File: src/rtl/omc_pkg.sv
package omc_pkg;

	// Default timer width in bits (legal range 8 to 16)
	localparam int TIMER_WIDTH_DEF = 10;

	localparam int CFG_IDX_W  = 3;
	localparam int CFG_DATA_W = 10;

	// Configuration register indexes
	localparam logic [CFG_IDX_W-1:0] CFG_RESET_LOW       = 3'd0;
	localparam logic [CFG_IDX_W-1:0] CFG_PRESENCE_SAMPLE = 3'd1;
	localparam logic [CFG_IDX_W-1:0] CFG_PRESENCE_TAIL   = 3'd2;
	localparam logic [CFG_IDX_W-1:0] CFG_READ_LOW        = 3'd3;
	localparam logic [CFG_IDX_W-1:0] CFG_READ_SAMPLE     = 3'd4;
	localparam logic [CFG_IDX_W-1:0] CFG_READ_RECOVERY   = 3'd5;

	// Register reset values
	localparam logic [9:0] RESET_LOW_DEF       = 10'd500;
	localparam logic [9:0] PRESENCE_SAMPLE_DEF = 10'd65;
	localparam logic [9:0] PRESENCE_TAIL_DEF   = 10'd240;
	localparam logic [7:0] READ_LOW_DEF        = 8'd14;
	localparam logic [7:0] READ_SAMPLE_DEF     = 8'd7;
	localparam logic [7:0] READ_RECOVERY_DEF   = 8'd100;

	// Fixed slot timing in microseconds
	localparam logic [9:0] RELEASE_CHECK_TIME = 10'd5;
	localparam logic [9:0] WRITE_SLOT_TIME    = 10'd10;
	localparam logic [9:0] WRITE_HOLD_TIME    = 10'd50;

	// Opcodes
	localparam logic [1:0] OP_TICK  = 2'd0;
	localparam logic [1:0] OP_RESET = 2'd1;
	localparam logic [1:0] OP_WRITE = 2'd2;
	localparam logic [1:0] OP_READ  = 2'd3;

	// Status codes
	localparam logic [1:0] ST_OK        = 2'd0;
	localparam logic [1:0] ST_NO_DEVICE = 2'd1;
	localparam logic [1:0] ST_LINE_LOW  = 2'd2;
	localparam logic [1:0] ST_MISMATCH  = 2'd3;

	typedef struct packed {
		logic [9:0] reset_low_time;
		logic [9:0] presence_sample_time;
		logic [9:0] presence_tail_time;
		logic [7:0] read_low_time;
		logic [7:0] read_sample_time;
		logic [7:0] read_recovery_time;
	} cfg_t;

	typedef struct packed {
		logic [1:0] opcode;
		logic       line_select;
		logic [7:0] write_byte;
		logic       sample_a;
		logic       sample_b;
	} item_t;

	typedef struct packed {
		logic       drive_low_a;
		logic       drive_low_b;
		logic       busy_res;
		logic       done_res;
		logic [1:0] status;
		logic [7:0] read_data;
	} res_t;

	typedef enum logic [11:0] {
		PH_IDLE     = 12'b0000_0000_0001,
		PH_RST_LOW  = 12'b0000_0000_0010,
		PH_RST_GAP  = 12'b0000_0000_0100,
		PH_RST_WAIT = 12'b0000_0000_1000,
		PH_RST_TAIL = 12'b0000_0001_0000,
		PH_W_LOW    = 12'b0000_0010_0000,
		PH_W_SET    = 12'b0000_0100_0000,
		PH_W_HOLD   = 12'b0000_1000_0000,
		PH_W_REL    = 12'b0001_0000_0000,
		PH_R_LOW    = 12'b0010_0000_0000,
		PH_R_WAIT   = 12'b0100_0000_0000,
		PH_R_REC    = 12'b1000_0000_0000
	} phase_t;

endpackage

File: src/rtl/omc_cfg_regs.sv
module omc_cfg_regs (
	input  logic                            clk,
	input  logic                            arst_n,
	input  logic                            wr_en,
	input  logic [omc_pkg::CFG_IDX_W-1:0]   wr_index,
	input  logic [omc_pkg::CFG_DATA_W-1:0]  wr_data,
	output omc_pkg::cfg_t                   cfg
);

	omc_pkg::cfg_t cfg_q;

	always_ff @(posedge clk or negedge arst_n) begin
		if (!arst_n) begin
			cfg_q.reset_low_time       <= omc_pkg::RESET_LOW_DEF;
			cfg_q.presence_sample_time <= omc_pkg::PRESENCE_SAMPLE_DEF;
			cfg_q.presence_tail_time   <= omc_pkg::PRESENCE_TAIL_DEF;
			cfg_q.read_low_time        <= omc_pkg::READ_LOW_DEF;
			cfg_q.read_sample_time     <= omc_pkg::READ_SAMPLE_DEF;
			cfg_q.read_recovery_time   <= omc_pkg::READ_RECOVERY_DEF;
		end else if (wr_en) begin
			case (wr_index)
				omc_pkg::CFG_RESET_LOW:       cfg_q.reset_low_time       <= wr_data;
				omc_pkg::CFG_PRESENCE_SAMPLE: cfg_q.presence_sample_time <= wr_data;
				omc_pkg::CFG_PRESENCE_TAIL:   cfg_q.presence_tail_time   <= wr_data;
				omc_pkg::CFG_READ_LOW:        cfg_q.read_low_time        <= wr_data[7:0];
				omc_pkg::CFG_READ_SAMPLE:     cfg_q.read_sample_time     <= wr_data[7:0];
				omc_pkg::CFG_READ_RECOVERY:   cfg_q.read_recovery_time   <= wr_data[7:0];
				default: ; // drop writes beyond the register list
			endcase
		end
	end

	assign cfg = cfg_q;

endmodule

File: src/rtl/omc_seq.sv
module omc_seq #(
	parameter int TIMER_WIDTH = omc_pkg::TIMER_WIDTH_DEF
) (
	input  logic           clk,
	input  logic           arst_n,
	input  logic           en,
	input  omc_pkg::item_t item,
	input  omc_pkg::cfg_t  cfg,
	output omc_pkg::res_t  res
);

	localparam int CW = (TIMER_WIDTH > 10) ? TIMER_WIDTH : 10;
	localparam logic [TIMER_WIDTH-1:0] TMAX = {TIMER_WIDTH{1'b1}};
	localparam logic [TIMER_WIDTH-1:0] TONE = TIMER_WIDTH'(1);

	omc_pkg::phase_t        phase_q, phase_n;
	logic [TIMER_WIDTH-1:0] tc_q, tc_n, tc_inc, ptime;
	logic [2:0]             bit_q, bit_n;
	logic [7:0]             shift_q, shift_n;
	logic                   line_q, line_n;
	logic [9:0]             raw_time;
	logic                   smp, cur_bit, drv, done, slot_end;
	logic [1:0]             status;
	logic [7:0]             rdata;

	// Phase length, zero acts as one, saturate at the timer range
	always_comb begin
		case (phase_q)
			omc_pkg::PH_RST_LOW:  raw_time = cfg.reset_low_time;
			omc_pkg::PH_RST_GAP:  raw_time = omc_pkg::RELEASE_CHECK_TIME;
			omc_pkg::PH_RST_WAIT: raw_time = cfg.presence_sample_time;
			omc_pkg::PH_RST_TAIL: raw_time = cfg.presence_tail_time;
			omc_pkg::PH_W_LOW:    raw_time = omc_pkg::WRITE_SLOT_TIME;
			omc_pkg::PH_W_SET:    raw_time = omc_pkg::WRITE_SLOT_TIME;
			omc_pkg::PH_W_HOLD:   raw_time = omc_pkg::WRITE_HOLD_TIME;
			omc_pkg::PH_W_REL:    raw_time = omc_pkg::WRITE_HOLD_TIME;
			omc_pkg::PH_R_LOW:    raw_time = {2'b00, cfg.read_low_time};
			omc_pkg::PH_R_WAIT:   raw_time = {2'b00, cfg.read_sample_time};
			omc_pkg::PH_R_REC:    raw_time = {2'b00, cfg.read_recovery_time};
			default:              raw_time = 10'd1;
		endcase
		if (raw_time == 10'd0)
			ptime = TONE;
		else if (CW'(raw_time) > CW'(TMAX))
			ptime = TMAX;
		else
			ptime = TIMER_WIDTH'(raw_time);
	end

	assign smp      = line_q ? item.sample_b : item.sample_a;
	assign cur_bit  = shift_q[bit_q];
	assign tc_inc   = (tc_q == TMAX) ? tc_q : tc_q + TONE;
	assign slot_end = (tc_inc >= ptime);

	always_comb begin
		phase_n = phase_q;
		tc_n    = tc_q;
		bit_n   = bit_q;
		shift_n = shift_q;
		line_n  = line_q;
		done    = 1'b0;
		status  = omc_pkg::ST_OK;
		rdata   = 8'd0;
		if (phase_q == omc_pkg::PH_IDLE) begin
			if (item.opcode != omc_pkg::OP_TICK) begin
				line_n  = item.line_select;
				bit_n   = 3'd0;
				tc_n    = '0;
				shift_n = (item.opcode == omc_pkg::OP_WRITE) ? item.write_byte : 8'd0;
				case (item.opcode)
					omc_pkg::OP_RESET: phase_n = omc_pkg::PH_RST_LOW;
					omc_pkg::OP_WRITE: phase_n = omc_pkg::PH_W_LOW;
					default:           phase_n = omc_pkg::PH_R_LOW;
				endcase
			end
		end else begin
			tc_n = tc_inc;
			if (slot_end) begin
				tc_n = '0;
				case (phase_q)
					omc_pkg::PH_RST_LOW: phase_n = omc_pkg::PH_RST_GAP;
					omc_pkg::PH_RST_GAP: begin
						if (!smp) begin
							phase_n = omc_pkg::PH_IDLE;
							done    = 1'b1;
							status  = omc_pkg::ST_LINE_LOW;
						end else begin
							phase_n = omc_pkg::PH_RST_WAIT;
						end
					end
					omc_pkg::PH_RST_WAIT: begin
						shift_n = {7'd0, ~smp};
						phase_n = omc_pkg::PH_RST_TAIL;
					end
					omc_pkg::PH_RST_TAIL: begin
						phase_n = omc_pkg::PH_IDLE;
						done    = 1'b1;
						status  = shift_q[0] ? omc_pkg::ST_OK : omc_pkg::ST_NO_DEVICE;
					end
					omc_pkg::PH_W_LOW: phase_n = omc_pkg::PH_W_SET;
					omc_pkg::PH_W_SET: begin
						if (smp != cur_bit) begin
							phase_n = omc_pkg::PH_IDLE;
							done    = 1'b1;
							status  = omc_pkg::ST_MISMATCH;
						end else begin
							phase_n = omc_pkg::PH_W_HOLD;
						end
					end
					omc_pkg::PH_W_HOLD: phase_n = omc_pkg::PH_W_REL;
					omc_pkg::PH_W_REL: begin
						if (bit_q == 3'd7) begin
							phase_n = omc_pkg::PH_IDLE;
							done    = 1'b1;
						end else begin
							bit_n   = bit_q + 3'd1;
							phase_n = omc_pkg::PH_W_LOW;
						end
					end
					omc_pkg::PH_R_LOW: phase_n = omc_pkg::PH_R_WAIT;
					omc_pkg::PH_R_WAIT: begin
						shift_n = shift_q | (8'(smp) << bit_q);
						phase_n = omc_pkg::PH_R_REC;
					end
					omc_pkg::PH_R_REC: begin
						if (bit_q == 3'd7) begin
							phase_n = omc_pkg::PH_IDLE;
							done    = 1'b1;
							rdata   = shift_q;
						end else begin
							bit_n   = bit_q + 3'd1;
							phase_n = omc_pkg::PH_R_LOW;
						end
					end
					default: phase_n = omc_pkg::PH_IDLE;
				endcase
			end
		end
	end

	// Line drive for the coming microsecond follows the new phase
	always_comb begin
		case (phase_n)
			omc_pkg::PH_RST_LOW,
			omc_pkg::PH_W_LOW,
			omc_pkg::PH_R_LOW:  drv = 1'b1;
			omc_pkg::PH_W_SET,
			omc_pkg::PH_W_HOLD: drv = ~shift_n[bit_n];
			default:            drv = 1'b0;
		endcase
	end

	assign res.drive_low_a = drv & ~line_n;
	assign res.drive_low_b = drv & line_n;
	assign res.busy_res    = (phase_n != omc_pkg::PH_IDLE);
	assign res.done_res    = done;
	assign res.status      = status;
	assign res.read_data   = rdata;

	always_ff @(posedge clk or negedge arst_n) begin
		if (!arst_n) begin
			phase_q <= omc_pkg::PH_IDLE;
			tc_q    <= '0;
			bit_q   <= 3'd0;
			shift_q <= 8'd0;
			line_q  <= 1'b0;
		end else if (en) begin
			phase_q <= phase_n;
			tc_q    <= tc_n;
			bit_q   <= bit_n;
			shift_q <= shift_n;
			line_q  <= line_n;
		end
	end

endmodule

File: src/rtl/onewire_master_controller.sv
// Two-line 1-Wire bus master. Every input beat is one microsecond tick: it
// carries the sampled levels of lines A and B and an optional command
// (reset/presence, write byte, read byte) which is taken only while no
// command is running; a command beat that arrives while busy is ignored and
// treated as a plain tick. Every input beat yields exactly one output beat
// with the line drive for the next microsecond, busy, done, status and the
// read byte. Throughput is one beat per clock cycle while the receiver does
// not stall. An accepted input beat waits in the input register, which
// feeds the single pass through the phase sequencer, and the result register
// catches its outcome and offers it. The output register decouples the
// sides, so a new input beat is still taken while a finished result waits,
// as long as the input register is empty. Configuration registers are
// written through the cfg channel, which is always ready; write them only
// while no command is in progress. No clearing pass runs after reset.
module onewire_master_controller #(
	parameter int TIMER_WIDTH = omc_pkg::TIMER_WIDTH_DEF
) (
	input  logic                            clk,
	input  logic                            arst_n,

	// Input tick channel
	input  logic                            in_valid,
	output logic                            in_stall,
	input  logic [1:0]                      opcode,
	input  logic                            line_select,
	input  logic [7:0]                      write_byte,
	input  logic                            sample_a,
	input  logic                            sample_b,

	// Result channel
	output logic                            out_valid,
	input  logic                            out_stall,
	output logic                            drive_low_a,
	output logic                            drive_low_b,
	output logic                            busy_res,
	output logic                            done_res,
	output logic [1:0]                      status,
	output logic [7:0]                      read_data,

	// Configuration write channel
	input  logic                            cfg_valid,
	output logic                            cfg_ready,
	input  logic [omc_pkg::CFG_IDX_W-1:0]   cfg_index,
	input  logic [omc_pkg::CFG_DATA_W-1:0]  cfg_data
);

	omc_pkg::cfg_t  cfg;
	omc_pkg::item_t item_s1;
	omc_pkg::res_t  res_comb, res_q;
	logic           valid_s1, out_valid_q, advance;

	// Registers are always free to take a write
	assign cfg_ready = 1'b1;

	omc_cfg_regs u_cfg (
		.clk      (clk),
		.arst_n   (arst_n),
		.wr_en    (cfg_valid & cfg_ready),
		.wr_index (cfg_index),
		.wr_data  (cfg_data),
		.cfg      (cfg)
	);

	// Move the held tick into the result register when that slot is empty
	// or its beat is being taken this cycle.
	assign advance  = valid_s1 & (~out_valid_q | ~out_stall);
	assign in_stall = valid_s1 & ~advance;

	// Input register: hold the tick until it is processed
	always_ff @(posedge clk or negedge arst_n) begin
		if (!arst_n) begin
			valid_s1 <= 1'b0;
		end else if (!in_stall) begin
			valid_s1 <= in_valid;
		end
	end

	always_ff @(posedge clk) begin
		if (in_valid && !in_stall) begin
			item_s1.opcode      <= opcode;
			item_s1.line_select <= line_select;
			item_s1.write_byte  <= write_byte;
			item_s1.sample_a    <= sample_a;
			item_s1.sample_b    <= sample_b;
		end
	end

	// Phase sequencer: the state advances only when a tick is processed
	omc_seq #(
		.TIMER_WIDTH (TIMER_WIDTH)
	) u_seq (
		.clk    (clk),
		.arst_n (arst_n),
		.en     (advance),
		.item   (item_s1),
		.cfg    (cfg),
		.res    (res_comb)
	);

	// Result register: hold the beat while the receiver stalls
	always_ff @(posedge clk or negedge arst_n) begin
		if (!arst_n) begin
			out_valid_q <= 1'b0;
		end else if (advance) begin
			out_valid_q <= 1'b1;
		end else if (!out_stall) begin
			out_valid_q <= 1'b0;
		end
	end

	always_ff @(posedge clk) begin
		if (advance) begin
			res_q <= res_comb;
		end
	end

	assign out_valid   = out_valid_q;
	assign drive_low_a = res_q.drive_low_a;
	assign drive_low_b = res_q.drive_low_b;
	assign busy_res    = res_q.busy_res;
	assign done_res    = res_q.done_res;
	assign status      = res_q.status;
	assign read_data   = res_q.read_data;

endmodule

File: config.mk
export PLATFORM = sky130hd
export DESIGN_NAME = onewire_master_controller
export DESIGN_NICKNAME = d
export VERILOG_FILES = /design/src/rtl/omc_pkg.sv /design/src/rtl/omc_cfg_regs.sv /design/src/rtl/omc_seq.sv /design/src/rtl/onewire_master_controller.sv
export SDC_FILE = /design/constraint.sdc
export NUM_CORES = 1
export LEC_CHECK = 0
export BUFFER_PORTS_ARGS = -buffer_cell sky130_fd_sc_hd__buf_2
export CAP_MARGIN = 10
export CORE_MARGIN = 8
export CORE_UTILIZATION = 55
export CTS_CLUSTER_SIZE = 16
export DETAILED_ROUTE_END_ITERATION = 16
export GPL_TIMING_DRIVEN = 0
export PLACE_DENSITY = 0.77
export SYNTH_ARGS = -nofsm -noshare
export SYNTH_HDL_FRONTEND = slang
export SYNTH_SLANG_ARGS = --single-unit
File: constraint.sdc
create_clock -name clk -period 5.56 [get_ports clk]
set_clock_uncertainty 0.1 [all_clocks]
set_input_delay 0.556 -clock clk [delete_from_list [all_inputs] [get_ports clk]]
set_output_delay 0.556 -clock clk [all_outputs]
set_load 0.1 [all_outputs]
==> run_results.csv <==
group,metric,value,unit
outcome,status,"finished, final reports clean",
clock_network,root_buffer,"clkbuf_16",
yosys,synth.most_common_cell,"dfrtp_1",
detailed_routing,drc,0,
timing,post-route-min-period,5.408,ns
yosys,syn_area,6352,um^2
detailed_routing,routed_via_density,6.520,
final_layout,multi_input_comb_area,3228,um^2
pwr,p_per_area,525.2,nW/um^2
worst_setup_path,r2r_end,"drive_low_b$_DFFE_PP_",
worst_setup_path,worstPathMaxFanout,11,
clock_network,clkLatencyLatePin,0.42,ns
timing,fmax,184.9,MHz
detailed_routing,vias,5327,
timing,tightest_slew,1.068,ns
placed_design,portBuffers,44,
yosys,synth_top_area_share,26.79,%
yosys,synth-edff-count,27,
die,die_area,15240,um^2
global_route,grt_pass1_wl,28.92,mm
final_layout,fin_util,66.85,%
timing,relSlewSlack,28.40,%
detailed_routing,wl_per_cell,21.97,um
timing,setup_viol,0,
detailed_routing,ant_nets,0,
worst_setup_path,endpoint,"drive_low_b$_DFFE_PP_",
yosys,synth.distinct_cells,68,
yosys,syn_inst,595,
yosys,synthArstFlopShare,76.92,%
placed_design,gp_congestion,0.9560,
worst_setup_path,cp-end-kind,"flip-flop",
worst_setup_path,r2r_setup_slack,0.15,ns
worst_setup_path,cp.depth,17,
pwr,ir_worst_vdd,0.3359,mV
final_layout,drive_above_1_share,30.71,%
pwr,p_leak,3.143,nW
yosys,yosysTopAreaCell,"dfrtp_1",
worst_setup_path,cp_num_buf_inv,2,
final_layout,syn2layout_area_growth,19.66,%
clock_network,cts_sinks,117,
worst_setup_path,critPathTopFamily,"simple AND/OR/NAND/NOR gates",
clock_network,cts-buffers-inserted,17,
worst_setup_path,critPathLaunchType,"flip-flop",
die,die_x,123.5,um
die,start_util,55.87,%
detailed_routing,drtPass1Iterations,8,
yosys,syn_nets,641,
final_layout,fillCellCount,866,
detailed_routing,drt_iter0_drc,539,
yosys,ys_ff_latch,117,
worst_setup_path,slowest_delay,0.66,ns
job,maxCapViolations,0,
clock_network,cts_buffer_depth,2,
worst_setup_path,cp_slowest_cell,"or4_1",
placed_design,hpwl,12.34,mm
placed_design,place_inst,785,
final_layout,finalNetCount,707,
global_route,antenna_found_initial,0,
clock_network,h-tree-depth,4,
worst_setup_path,cp.arrival,5.58,ns
die,pin_count,48,
timing,rsz0062_at_grt,"false",
timing,hold_viol_final,0,
global_route,overflow,0,
worst_setup_path,worstPathRequired,5.73,ns
timing,fin_crit_sh,97.26,%
hold_path,holdCritPathClass,"primary input to flip-flop",
detailed_routing,wl,17.95,mm
die,rows,39,
global_route,grt_start_max_net_pins,67,
worst_setup_path,r2r_start,"u_seq.phase_q[2]$_DFFE_PN0P_",
clock_network,tritoncts,"done",
hold_path,whs_path_depth,1,
yosys,synth_ff_type,"dfrtp_1",
die,core,11370,um^2
die,die_h,123.5,um
worst_setup_path,setup.worst_path.start,"u_seq.phase_q[2]$_DFFE_PN0P_",
timing,setup-tns-final,0,ns
timing,drv_slew,0,
clock_network,path_clk_slew,0.06,ns
global_route,grt_usage,24.77,%
worst_setup_path,path_class,"flip-flop to flip-flop",
final_layout,final_cells,817,
yosys,synthTopCellsByCount,"dfrtp_1 (68), nand2_1 (61), mux2_2 (58)",
yosys,synth.area.top_cells,"dfrtp_1 (27%), edfxtp_1 (13%), mux2_2 (10%)",
global_route,first_global_vias,5453,
yosys,yosysWarnings,0,
yosys,yosysSeqAreaShare,48.65,%
worst_setup_path,rr_worst_depth,17,
yosys,syn_avg_cell_area,10.68,um^2
final_layout,register_area,3092,um^2
worst_setup_path,path_cells,"or4_1, nor2_2, and4b_1, clkbuf_4, a222oi_1, and2_1, ha_1, nand4_1, a211oi_1, or3_4, nor2_4, clkbuf_2, or3_4, o211ai_2, o31ai_1, or4_1, a21boi_1",
final_layout,antenna_cells,0,
-- worst min path at each step --
stage,slack [ns],to,start
2_1_floorplan,0.16,out_valid$_DFFE_PN0P_,arst_n
3_3_place_gp,0.37,out_valid$_DFFE_PN0P_,valid_s1$_DFFE_PN0N_
3_5_place_dp,0.37,out_valid$_DFFE_PN0P_,valid_s1$_DFFE_PN0N_
4_1_cts,0.20,item_s1[8]$_DFFE_PP_,write_byte[6]
5_1_grt,0.20,item_s1[2]$_DFFE_PP_,write_byte[0]
6_report,0.21,item_s1[8]$_DFFE_PP_,write_byte[6]
-- worst register-to-register path, cell delays in order, from the launching register on --
cell and delay, ns:
dfrtp_2 0.49, or4_1 0.66, nor2_2 0.21, and4b_1 0.32
clkbuf_4 0.28, a222oi_1 0.10, and2_1 0.24, ha_1 0.31
nand4_1 0.19, a211oi_1 0.40, or3_4 0.27, nor2_4 0.07
clkbuf_2 0.21, or3_4 0.40, o211ai_2 0.10, o31ai_1 0.11
or4_1 0.59, a21boi_1 0.18
-- state kept, by name, indices dropped and copies added (netlist names) --
register,flops
u_seq.line_q,1
done_res,1
drive_low_b,1
u_seq.shift_q,8
item_s1,13
read_data,8
busy_res,1
valid_s1,1
u_seq.bit_q,3
drive_low_a,1
u_seq.phase_q,12
out_valid,1
u_seq.tc_q,10
u_cfg.cfg,54
status,2
-- power breakdown --
group	internal (W)	switching, W	leakage, nW
clock	0.000679	0.000408	0.291
combinational	0.000594	0.00111	1.49
sequential	0.00108	0.000122	1.36
total	0.00235	0.00164	3.14
-- cell type report --
cell class                 instances  share of cell area, %
buffer                            30                  2.091
clock buffer                      22                  6.535
clock inverter                    10                  1.202
inverter                          13                 0.6420
multi-input combinational        431                  42.47
sequential                       117                  40.67
tap                              143                  2.354
timing repair buffer              51                  4.033
-- per-stage QoR --
stage          hold slack, ns  total power, W  cell area [um^2]  setup WS, ns
2_1_floorplan          0.1604        0.002274              6352        0.4594
6_report               0.2062        0.003992              7601        0.1522
3_3_place_gp           0.3734        0.002651              6751       -0.7385
3_5_place_dp           0.3750        0.002695              6810       -0.7940
4_1_cts                0.2009        0.003877              7503      0.009721
5_1_grt                0.2035        0.004180              7601      0.002769
-- placed cells by master (no fill, tap or decap), drive strengths merged, types with 18 or more instances in the layout --
cell,instances
clkbuf,47
buf,55
o21ai,33
dfrtp,68
mux2,58
nand3,19
nor2,33
nand2,62
edfxtp,27
dfstp,22
a21oi,18
-- cells by family after synthesis --
family	after synthesis	share of synthesized area [%]
simple gates	207	16.86
compound gates	131	14.91
flops	117	48.65
mux	66	11.94
buf+inv	47	3.112
fa+ha+maj	15	2.955
xor+xnor	11	1.517
other cells	1	0.05903
-- repair_timing --
item	in CTS	in global routing
buffers inserted	1	0
pin swaps	3	0
hold buffers	1	0
endpoints found under the hold margin	23	0
gates resized for setup	23	25
endpoints found under the setup margin	14	2
-- metal layers --
layer	share of wire (%)	vias up	track usage (%)
li1	-	2400	-
met5	0	-	0
met4	2.9	0	12.64
met3	6.7	44	5.662
met2	49	231	40.49
met1	41	2652	30.24
Power figures use the tool's default switching activity.
